<file path="src/bdl_pkg.sv">
// bdl_pkg: shared types, constants and helpers for bilinear_downscale_lut
// no dependencies
`timescale 1ns / 1ps

package bdl_pkg;

  localparam int MaxLine = 512;
  localparam int TableDepth = 2048;
  localparam int FracBits = 16;
  localparam int PosW = 26;
  localparam int DimW = 10;
  localparam int ColW = 10;
  localparam int TabAw = 11;
  localparam int PaddrW = 5;

  localparam logic [PosW-1:0] PosMax = {PosW{1'b1}};
  localparam logic [FracBits:0] OneFx = {1'b1, {FracBits{1'b0}}};

  // register indexes
  localparam logic [2:0] RegSrcW = 3'd0;
  localparam logic [2:0] RegSrcH = 3'd1;
  localparam logic [2:0] RegOutW = 3'd2;
  localparam logic [2:0] RegOutH = 3'd3;
  localparam logic [2:0] RegStepH = 3'd4;
  localparam logic [2:0] RegStepV = 3'd5;

  typedef struct packed {
    logic [DimW-1:0] src_w;
    logic [DimW-1:0] src_h;
    logic [DimW-1:0] out_w;
    logic [DimW-1:0] out_h;
    logic [PosW-1:0] step_h;
    logic [PosW-1:0] step_v;
  } cfg_t;

  // controller to datapath
  typedef struct packed {
    logic            pix_go;     // stage 1: sample enters
    logic            tab_wr;     // table write
    logic [ColW-1:0] col;        // source column for line store
    logic [FracBits-1:0] fv;
    logic [FracBits-1:0] fh;
    logic            emit;       // produce output for this pixel
    logic            last;
  } cmd_t;

  typedef struct packed {
    logic busy;
  } sts_t;

  function automatic logic [DimW-1:0] clamp_dim(input logic [DimW-1:0] v);
    if (v == '0) return DimW'(1);
    if (v > DimW'(MaxLine)) return DimW'(MaxLine);
    return v;
  endfunction

  function automatic logic [PosW-1:0] start_pos(input logic [PosW-1:0] step);
    logic [PosW-1:0] half;
    half = step >> 1;
    if (half >= PosW'(OneFx >> 1)) return half - PosW'(OneFx >> 1);
    return '0;
  endfunction

  function automatic logic [PosW-1:0] advance(input logic [PosW-1:0] p,
                                              input logic [PosW-1:0] s);
    logic [PosW:0] t;
    t = {1'b0, p} + {1'b0, s};
    if (t[PosW]) return PosMax;
    return t[PosW-1:0];
  endfunction

  function automatic logic [PosW-FracBits:0] target(input logic [PosW-1:0] p);
    logic [PosW-FracBits:0] k;
    k = {1'b0, p[PosW-1:FracBits]};
    if (p[FracBits-1:0] != '0) return k + 1'b1;
    return k;
  endfunction

endpackage

</file>
<file path="src/bdl_ctrl.sv">
// bdl_ctrl: counter/position controller of bilinear_downscale_lut
// depends on bdl_pkg
`timescale 1ns / 1ps

module bdl_ctrl (
  input  logic            clk_i,
  input  logic            rst_ni,
  input  bdl_pkg::cfg_t   cfg_i,
  input  logic            acc_i,
  input  logic            mode_i,
  input  bdl_pkg::sts_t   sts_i,
  output logic            in_ready_o,
  output bdl_pkg::cmd_t   cmd_o
);
  localparam int RowW = 9;
  localparam logic [0:0] StIdle = 1'b0;
  localparam logic [0:0] StBusy = 1'b1;

  logic [0:0] state_q, state_d;
  logic [RowW-1:0] srow_q, srow_d, scol_q, scol_d;
  logic [bdl_pkg::DimW-1:0] orow_q, orow_d, ocol_q, ocol_d;
  logic [bdl_pkg::PosW-1:0] vpos_q, vpos_d, hpos_q, hpos_d;

  logic [bdl_pkg::DimW-1:0] w, h, ow, oh;
  logic [bdl_pkg::PosW-1:0] vp, hp, vp2, hp2;
  logic [bdl_pkg::DimW-1:0] orw, ocl, orw2, ocl2;
  logic active, emit;

  assign w = bdl_pkg::clamp_dim(cfg_i.src_w);
  assign h = bdl_pkg::clamp_dim(cfg_i.src_h);
  assign ow = bdl_pkg::clamp_dim(cfg_i.out_w);
  assign oh = bdl_pkg::clamp_dim(cfg_i.out_h);

  // one pixel in flight at a time: accept when nothing is busy
  assign in_ready_o = (state_q == StIdle) && !sts_i.busy;

  always_comb begin
    vp = vpos_q;
    orw = orow_q;
    hp = hpos_q;
    ocl = ocol_q;
    if (srow_q == '0 && scol_q == '0) begin
      orw = '0;
      vp = bdl_pkg::start_pos(cfg_i.step_v);
    end
    if (scol_q == '0) begin
      ocl = '0;
      hp = bdl_pkg::start_pos(cfg_i.step_h);
    end
    active = (orw < oh) &&
             ({2'b0, srow_q} >= 11'(bdl_pkg::target(vp)));
    emit = active && (ocl < ow) &&
           ({2'b0, scol_q} >= 11'(bdl_pkg::target(hp)));
    vp2 = vp;
    hp2 = hp;
    orw2 = orw;
    ocl2 = ocl;
    if (emit) begin
      ocl2 = ocl + 1'b1;
      hp2 = bdl_pkg::advance(hp, cfg_i.step_h);
      if (ocl2 >= ow) begin
        orw2 = orw + 1'b1;
        vp2 = bdl_pkg::advance(vp, cfg_i.step_v);
      end
    end
    if ({1'b0, scol_q} + 1'b1 >= w) begin
      if (active && ocl2 < ow) begin
        orw2 = orw2 + 1'b1;
        vp2 = bdl_pkg::advance(vp2, cfg_i.step_v);
      end
    end
  end

  always_comb begin
    state_d = state_q;
    srow_d = srow_q;
    scol_d = scol_q;
    orow_d = orow_q;
    ocol_d = ocol_q;
    vpos_d = vpos_q;
    hpos_d = hpos_q;
    unique case (state_q)
      StIdle: begin
        if (acc_i && mode_i) state_d = StBusy;
      end
      StBusy: begin
        // commit the counter update for the pixel taken last cycle
        state_d = StIdle;
        orow_d = orw2;
        ocol_d = ocl2;
        vpos_d = vp2;
        hpos_d = hp2;
        if ({1'b0, scol_q} + 1'b1 >= w) begin
          scol_d = '0;
          if ({1'b0, srow_q} + 1'b1 >= h) srow_d = '0;
          else srow_d = srow_q + 1'b1;
        end else begin
          scol_d = scol_q + 1'b1;
        end
      end
      default: state_d = StIdle;
    endcase
  end

  always_ff @(posedge clk_i or negedge rst_ni) begin
    if (!rst_ni) begin
      state_q <= StIdle;
      srow_q <= '0;
      scol_q <= '0;
      orow_q <= '0;
      ocol_q <= '0;
      vpos_q <= bdl_pkg::start_pos(bdl_pkg::PosW'(111848));
      hpos_q <= bdl_pkg::start_pos(bdl_pkg::PosW'(111848));
    end else begin
      state_q <= state_d;
      srow_q <= srow_d;
      scol_q <= scol_d;
      orow_q <= orow_d;
      ocol_q <= ocol_d;
      vpos_q <= vpos_d;
      hpos_q <= hpos_d;
    end
  end

  always_comb begin
    cmd_o.pix_go = acc_i && mode_i;
    cmd_o.tab_wr = acc_i && !mode_i;
    cmd_o.col = {1'b0, scol_q};
    cmd_o.fv = vp[bdl_pkg::FracBits-1:0];
    cmd_o.fh = hp[bdl_pkg::FracBits-1:0];
    cmd_o.emit = emit && (state_q == StBusy);
    cmd_o.last = (orw == oh - 1'b1) && (ocl == ow - 1'b1);
  end
endmodule

</file>
<file path="config.mk">
export PLATFORM = sky130hd
export DESIGN_NAME = bdl_ctrl
export DESIGN_NICKNAME = d
export VERILOG_FILES = /design/src/bdl_pkg.sv /design/src/bdl_ctrl.sv
export SDC_FILE = /design/constraint.sdc
export NUM_CORES = 1
export LEC_CHECK = 0
export BUFFER_PORTS_ARGS = -buffer_cell sky130_fd_sc_hd__buf_2
export CAP_MARGIN = 20
export CORE_ASPECT_RATIO = 0.6
export CORE_MARGIN = 5
export CORE_UTILIZATION = 56
export DETAILED_ROUTE_END_ITERATION = 8
export PLACE_DENSITY = 0.8
export REMOVE_ABC_BUFFERS = 1
export SLEW_MARGIN = 20
export SYNTH_ARGS = -nofsm -noshare
export SYNTH_HDL_FRONTEND = slang
export SYNTH_SLANG_ARGS = --single-unit
</file>
<file path="constraint.sdc">
create_clock -name clk_i -period 8.55 [get_ports clk_i]
set_input_delay 0.855 -clock clk_i [delete_from_list [all_inputs] [get_ports clk_i]]
set_output_delay 0.855 -clock clk_i [all_outputs]
set_load 0.05 [all_outputs]
</file>
==> summary.txt, run 1 <==
Critical path
  – Critical Path Sink: vpos_q[23]
  – Max incr delay on CP: 0.55 ns
  – Startpoint Class: flop
  – R2r worst-path depth: 36
  – Reg2Reg Capture Point: vpos_q[23]
  – CP required: 8.80 ns
  – Crit-path most repeated cell: buf_4
  – Origin of the worst setup path: srow_q[0]
  – Crit Path Class: reg -> reg
  – Critical path endpoint category: flop
  – Origin of the critical flop-to-flop path: srow_q[0]
  – Critical path's slowest cell: or4_4
  – Crit path max fanout: 23
  – Worst EP arrival: 8.52 ns
  – R2R setup slack: 0.28 ns

Logic synthesis
  – Synth Flop Type: dfrtp_1
  – Mapped Area: 12800 um^2
  – Ys Warns: 0
  – Most frequent cell after synthesis: ha_1
  – EDFF count, synth: 0
  – Area leader, netlist: ha_1
  – Yosys cell types: 98
  – Top cells by count, synth: 171 x ha_1, 143 x nand2_1, 116 x o21ai_0, 115 x a21oi_1, 109 x nor2_1
  – Syn Area/Cell: 7.91 um^2
  – Synth top area share: 16.7%
  – Synth top area cells: ha_1 17%, dfrtp_1 15%, xnor2_1 6.4%, o21ai_0 4.5%, a21oi_1 4.5%
  – Cells after Synth: 1622
  – Part of the Yosys area used for sequential elements: 17.9%
  – Synth async-reset ratio: 100%
  – FF+latch count, synth: 91

Worst hold path
  – Worst min path class: reg -> reg
  – Hold Startpoint: hpos_q[6]

Clock network
  – Clk slew on worst S/H paths: 0.08 ns
  – H-tree Lvls: 3
  – Num CTS Buffers: 9
  – CTS root buffer: clkbuf_16
  – Clock latency on the worst-skew pair: 0.36 ns
  – CTS tree: built
  – CTS Sinks: 91
  – Clock buffer depth: 2

Layout
  – Fill count: 1941
  – P&R area growth vs syn: 13.8%
  – Final cell area excluding filler cells: 14600 um^2
  – Layout cells sized above 1: 17.9%
  – Nets: 2055

Placement
  – Placement Cell Area: 14100 um^2
  – IO Port Bufs: 142
  – Routability cong.: 1.02
  – DP Wirelength: 34000 um

STA
  – Worst slew margin: 33.4%
  – Clk_skew: 0.00945 ns
  – Final setup vio count: 0
  – Min Tclk post-route: 8.27 ns
  – Min Hold Slack: 0.502 ns
  – Fmax achieved: 121 MHz
  – Final Hold Viols: 0
  – Actual slew at the worst max-slew pin: 0.997 ns
  – Setup TNS: 0 ns
  – Unrepaired setup endpoints after global routing: no
  – Final Max Slew Viols: 0
  – Final period utilization: 96.7%

Die
  – Starting density of the core: 57.6%
  – Die area: 26100 um^2
  – Cell row count: 42
  – Die height: 127 um
  – IO Pins: 144
  – Die Wd: 205 um
  – Core area: 22300 um^2

Detailed routing
  – Pre-antenna DRT Iters: 6
  – Drt via density: 6.57
  – DRT antenna net count: 0
  – Vias: 13800
  – WL final: 43200 um
  – DRC: 0
  – DR WL/cell: 20.6 um
  – DR iter-0 viols: 1700

GRT
  – Number of global-route vias before repair: 12800
  – Remaining global-route overflow: 0
  – First-pass GRT wire length: 68600 um
  – Largest net degree at the start of global routing: 66
  – GRT Resource Usage Total: 32.3%
  – Antenna violations before repair: 1

Power and ir drop
  – Power density over the cells: 386 nW/um^2
  – Leakage power: 0.00663 uW
  – Peak VDD IR: 282 uV

Outcome
  – Status: complete, no violations

Job
  – Max Cap Violations: 0
## power breakdown
| part | leakage, uW | internal (uW) | switching, uW |
|---|---|---|---|
| Sequential | 0.00109 | 593 | 145 |
| Clock | 0.000146 | 207 | 217 |
| Combinational | 0.00539 | 1760 | 2710 |
## flip-flops by register name, summed over array words and instances (netlist names)
register / cells
hpos_q: 26
vpos_q: 26
ocol_q: 10
orow_q: 10
scol_q: 9
srow_q: 9
state_q: 1
## final cells by class
| cell class | instances | area [um^2] | area share, % |
|---|---|---|---|
| Sequential cell | 91 | 2300 | 15.8 |
| Antenna cell | 1 | 2.50 | 0.0171 |
| Inverter | 85 | 319 | 2.19 |
| Timing Repair Buffer | 208 | 1220 | 8.38 |
| Clock inverter | 7 | 68.8 | 0.471 |
| Tap cell | 308 | 385 | 2.64 |
| Clock buffer | 9 | 225 | 1.54 |
| Multi-Input combinational cell | 1389 | 10100 | 69.0 |
## how the worst min path moves through the flow
stage	endpoint	slack, ns	cells after the start
after detailed placement	hpos_q[24]	0.49	1
after CTS	hpos_q[6]	0.50	1
after floorplan	hpos_q[24]	0.46	1
final	hpos_q[6]	0.50	1
after global routing	hpos_q[9]	0.52	1
after global placement	hpos_q[24]	0.48	1
## through the flow
step	power, uW	util [%]	instances	worst slack, ns
2_1_floorplan	3820	-	1564	-1.27
3_3_place_gp	4880	63.5	2075	-0.0192
3_5_place_dp	5000	63.5	2075	-0.184
4_1_cts	5450	64.9	2091	0.0434
5_1_grt	6040	65.5	2097	0.00904
6_report	5640	65.5	2098	0.278
## kinds of logic (layout without fill, tap and decap cells)
logic type                 after synthesis  count (layout)  share of synthesized area (%)
other                                    1               2                         0.0292
adders and majority gates              174             174                           17.1
muxes                                   20              20                           1.71
xor gates and xnor gates               144             144                           9.94
AOI/OAI and AO/OA                      527             527                           28.2
buffers and inverters                  143             309                           4.44
and+or+nand+nor                        522             523                           20.6
DFF                                     91              91                           17.9
## critical path, delay by kind of cell, from the launching register on
| kind | cells | cell delay (ns) |
|---|---|---|
| flip-flops | 1 | 0.47 |
| adder cells (fa/ha/maj) | 3 | 0.65 |
| AND/OR/NAND/NOR | 7 | 1.94 |
| AO/OA/AOI/OAI | 18 | 3.54 |
| buffers and inverters | 8 | 1.52 |
## layout by cell type (no fill, tap or decap), types with 16 or more instances in the layout
cell	count
and2_1	17
nand4_1	22
and3_1	25
o21ai_0	112
inv_1	80
a21oi_1	111
buf_2	141
nor4_1	32
dfrtp_1	72
a31oi_1	18
o22ai_1	29
nor2_1	109
ha_1	171
a21o_1	39
xnor2_1	94
o21a_1	23
or3_1	16
nor3_1	33
nand2_1	142
o221ai_1	18
buf_4	64
xor2_1	49
nand3_1	37
nand2b_1	20
a22o_1	22
o22a_1	17
dfstp_2	16
## metal layers
| layer | global-route usage [%] | part of all wire (%) | vias up | wire length, um |
|---|---|---|---|---|
| met1 | 50.1 | 46 | 6480 | 19800 |
| met3 | 9.32 | 14 | 63 | 5920 |
| met4 | 6.53 | 1.4 | 2 | 599 |
| met5 | 0 | 0.030 | - | 13 |
| met2 | 43.9 | 39 | 815 | 16900 |
| li1 | - | - | 6424 | - |
## repair_timing
item,CTS,global route
setup endpoints to repair,19,26
resized for setup,4,30
cloned,0,1
buffers inserted,0,5
pin swaps,0,8
hold buffers,0,0
Power figures use the tool's default switching activity.
==> inputs of run 2 (changes only) <==
- GPL_TIMING_DRIVEN: not set -> 0
==> summary.txt, run 2 (synthesized netlist as in run 1, its figures left out) <==
STA
  – Final Max Slew Viols: 0
  – Final period utilization: 103%
  – Setup TNS: -3.21 ns
  – Fin worst setup slack: -0.214 ns
  – Clk_skew: 0.0109 ns
  – Final setup vio count: 26
  – Min Tclk post-route: 8.76 ns
  – Fmax achieved: 114 MHz
  – Unrepaired setup endpoints after global routing: yes
  – Final Hold Viols: 0
  – Actual slew at the worst max-slew pin: 0.925 ns
  – Worst slew margin: 38.2%

Detailed routing
  – DRC: 0
  – DR WL/cell: 21.0 um
  – DR iter-0 viols: 1744
  – DRT antenna net count: 0
  – Pre-antenna DRT Iters: 5
  – Vias: 13900
  – WL final: 44000 um
  – Drt via density: 6.63

Clock network
  – CTS Hold Bufs: 0
  – Clk slew on worst S/H paths: 0.08 ns
  – Clock latency on the worst-skew pair: 0.37 ns
  – Num CTS Buffers: 9
  – CTS root buffer: clkbuf_16
  – Clock buffer depth: 2
  – H-tree Lvls: 3
  – CTS Sinks: 91
  – CTS tree: built

Layout
  – Layout cells sized above 1: 20.7%
  – P&R area growth vs syn: 17.3%
  – Commonest non-fill, non-tap cell in the layout: ha_1
  – # diodes: 0
  – Nets: 2056
  – Final cell area excluding filler cells: 15100 um^2
  – Commonest cells after routing, fill and taps aside: 167 x ha_1, 141 x buf_2, 140 x nand2_1
  – Fill count: 1892
  – Final cell count without fillers: 2098
  – Top Registers: hpos_q: 26 flops, vpos_q: 26 flops
  – Post-layout util: 67.6%

Placement
  – DP Wirelength: 31900 um
  – Routability cong.: 0.993
  – Worst slack, placed: -2.13 ns
  – Placed cells: 2023
  – Placement Cell Area: 13800 um^2
  – IO Port Bufs: 142

Die
  – Cell row count: 42
  – IO Pins: 144
  – Die height: 127 um
  – Starting density of the core: 57.6%
  – Die Wd: 205 um
  – Core area: 22300 um^2
  – Die area: 26100 um^2

Critical path
  – Crit-path most repeated cell: buf_4
  – Startpoint Class: input port
  – CP required: 8.80 ns
  – Crit Path Class: in -> reg
  – Max incr delay on CP: 0.61 ns
  – Worst EP arrival: 9.01 ns
  – Critical path's slowest cell: nor3_1
  – Crit path max fanout: 10
  – Critical path endpoint category: flop

GRT
  – First-pass GRT wire length: 68200 um
  – Antenna violations before repair: 2
  – Remaining global-route overflow: 0
  – GRT Resource Usage Total: 32.1%
  – Largest net degree at the start of global routing: 69
  – Number of global-route vias before repair: 12800

Power and ir drop
  – Leakage power: 0.00672 uW
  – Peak VDD IR: 333 uV
  – Power density over the cells: 388 nW/um^2

Outcome
  – Status: complete, but fails checks
  – Failing checks: negative setup slack

Worst hold path
  – Worst min path class: in -> async

Job
  – Max Cap Violations: 0
[run 2: worst max-delay path, delay by kind of cell]
family	cells	cell delay (ns)
simple gates	10	2.84
compound gates	15	3.20
fa+ha+maj	3	0.65
buf+inv	9	1.46
[run 2: timing repair]
action | in CTS | in global routing
setup buffers | 26 | 27
pin swaps | 19 | 32
setup endpoints to repair | 35 | 26
resized for setup | 44 | 59
gates cloned | 6 | 0
[run 2: power by group]
group / internal, uW / leakage (uW) / switching [uW]
clock network: 259 / 0.000160 / 199
registers: 595 / 0.00109 / 153
logic: 1820 / 0.00547 / 2820
[run 2: path summary, 6_finish.rpt]
path                       depth (start not counted)         end  slack, ns        from
max reg2reg                                       37   vpos_q[0]      -0.20   scol_q[0]
min in group clk_i                                 1  hpos_q[14]       0.51  hpos_q[14]
max                                               37   vpos_q[0]      -0.21   cfg_i[16]
min                                                1  hpos_q[15]       0.35      rst_ni
max in group asynchronous                          2   vpos_q[2]       7.52      rst_ni
min reg2reg                                        1  hpos_q[14]       0.51  hpos_q[14]
[run 2: per-layer routing]
layer | global-route usage [%] | wire length (um)
met1 | 48.8 | 19700
met3 | 11.2 | 6200
met2 | 43.4 | 17400
met5 | 0 | 33
met4 | 6.34 | 664
[run 2: layout make-up]
class | count | area (um^2) | area share, %
inverter | 85 | 320 | 2.13
multi-input combinational | 1394 | 10400 | 69.4
sequential | 91 | 2310 | 15.3
tap | 308 | 385 | 2.56
timing repair buffer | 204 | 1270 | 8.43
clock buffer | 9 | 225 | 1.50
clock inverter | 7 | 100 | 0.665
[run 2: through the flow]
step                hold slack [ns]  total power [uW]
finish                        0.349              5840
global route                  0.355              6240
CTS                           0.347              5440
detailed placement            0.492              4770
global placement              0.486              4640
floorplan                     0.455              3820
==> inputs of run 3 (changes only) <==
- CELL_PAD_IN_SITES_DETAIL_PLACEMENT: not set -> 2
- CELL_PAD_IN_SITES_GLOBAL_PLACEMENT: not set -> 2
- CORE_UTILIZATION: 56 -> 33
- PLACE_DENSITY: 0.8 -> 0.79
==> summary.txt, run 3 (synthesized netlist as in run 1, its figures left out) <==
Layout
  – Top Registers: hpos_q: 26 flops, vpos_q: 26 flops
  – Layout cells sized above 1: 22.2%
  – Nets: 2075
  – Fill count: 4281
  – Storage cell area: 2310 um^2
  – Commonest cells after routing, fill and taps aside: 164 x ha_1, 141 x buf_2, 136 x nand2_1
  – Area of the multi-input gates: 10500 um^2
  – Commonest non-fill, non-tap cell in the layout: ha_1
  – Post-layout util: 41.0%
  – P&R area growth vs syn: 21.5%

Die
  – Cell row count: 55
  – Die Wd: 265 um
  – Die height: 163 um
  – Starting density of the core: 33.7%
  – Die area: 43100 um^2
  – Core area: 38100 um^2
  – IO Pins: 144

GRT
  – First-pass GRT wire length: 90300 um
  – Remaining global-route overflow: 0
  – M3 GR Usage: 6.13%
  – Routing usage on met1: 40.6%
  – Grt peak-use layer: met1
  – Number of global-route vias before repair: 14600
  – Met2 usage: 38.3%
  – GRT Resource Usage Total: 26.5%
  – Antenna violations before repair: 4
  – Largest net degree at the start of global routing: 61

Clock network
  – H-tree Lvls: 3
  – Clk slew on worst S/H paths: 0.07 ns
  – CTS root buffer: clkbuf_16
  – CTS Sinks: 91
  – Num CTS Buffers: 9
  – CTS tree: built
  – CTS Hold Bufs: 0
  – Clock buffer depth: 2
  – Clock latency on the worst-skew pair: 0.39 ns

STA
  – Unrepaired setup endpoints after global routing: yes
  – Min Tclk post-route: 8.99 ns
  – Final period utilization: 105%
  – Fmax achieved: 111 MHz
  – Fin worst setup slack: -0.436 ns
  – Actual slew at the worst max-slew pin: 1.07 ns
  – Final setup vio count: 26
  – Final Max Slew Viols: 0
  – Clk_skew: 0.0104 ns
  – Final Hold Viols: 0
  – Worst slew margin: 28.3%

Critical path
  – CP bufs+invs: 6
  – Reg2Reg Capture Point: vpos_q[18]
  – CP required: 8.79 ns
  – Critical path endpoint category: flop
  – Worst EP arrival: 9.23 ns
  – R2R setup slack: -0.34 ns
  – Critical path's top delay family: compound AO/OA/AOI/OAI gates
  – Max incr delay on CP: 0.60 ns
  – Crit Path Class: in -> reg
  – Origin of the critical flop-to-flop path: srow_q[0]
  – Startpoint Class: input port
  – Critical path's slowest cell: nor4b_1
  – R2r worst-path depth: 36
  – Crit path max fanout: 11

Detailed routing
  – DRC: 0
  – Vias: 14400
  – Drt via density: 6.21
  – Pre-antenna DRT Iters: 5
  – DRT antenna net count: 0
  – WL final: 62000 um
  – DR iter-0 viols: 1286
  – DR WL/cell: 26.6 um

Worst hold path
  – Worst min path class: in -> async

Placement
  – Worst slack, placed: -2.70 ns
  – IO Port Bufs: 142
  – Routability cong.: 0.889
  – DP Wirelength: 44300 um

Outcome
  – Failing checks: negative setup slack
  – Status: complete, but fails checks

Power and ir drop
  – Leakage power: 0.00684 uW
  – Power density over the cells: 399 nW/um^2
  – Peak VDD IR: 191 uV

Job
  – Max Cap Violations: 0
==> run 3: cell types whose count changed in the layout (fill, tap and decap cells not counted), sizes merged <==
cell,change
buf,+20
clkbuf,+4
diode,+3
and2,-2
clkinv,-2
bufinv,-1
clkdlybuf4s15,+1
inv,-1
==> run 3: per-layer routing <==
layer  vias up  wire length (um)
met5         -                13
met2       541             25800
met3        65              4820
met1      7406             30500
met4         2               808
li1       6435                 -
==> run 3: area by class of cell <==
class / instances / share of cell area (%)
multi-input cells: 1392 / 67.5
well taps: 513 / 4.12
diodes: 3 / 0.0481
inverters: 85 / 2.07
clock buffers: 13 / 1.60
clock inverters: 3 / 0.257
repair buffers: 225 / 9.60
flip-flops and latches: 91 / 14.8
==> run 3: worst max path at each step <==
stage	startpoint	end	slack (ns)	depth (start not counted)
2_1_floorplan	scol_q[0]	vpos_q[1]	-1.27	36
3_3_place_gp	scol_q[0]	vpos_q[1]	-6.26	34
3_5_place_dp	scol_q[0]	vpos_q[25]	-2.70	38
4_1_cts	srow_q[1]	vpos_q[23]	0.000005	40
5_1_grt	cfg_i[16]	vpos_q[18]	-0.59	36
6_report	cfg_i[16]	vpos_q[18]	-0.44	36
==> run 3: metrics by stage <==
stage	cell area, um^2	cells	power, uW	hold WS, ns	TNS (ns)
2_1_floorplan	12600	1564	3820	0.455	-37.10
3_3_place_gp	13900	2219	4810	0.483	-267.51
3_5_place_dp	14100	2229	5040	0.491	-74.01
4_1_cts	15000	2288	5800	0.386	0
5_1_grt	15600	2325	6610	0.393	-13.31
6_report	15600	2325	6220	0.376	-8.60
==> run 3: power by group <==
group	total (uW)	leakage (uW)	switching [uW]	internal (uW)
Clock	447	0.000144	212	235
Sequential	767	0.00108	172	596
Combinational	5000	0.00561	3090	1910
==> run 3: repair_timing <==
item / in CTS / in global routing
gates cloned: 4 / 1
buffers inserted: 39 / 33
resized for setup: 62 / 65
endpoints found under the setup margin: 36 / 29
pin swaps: 24 / 20
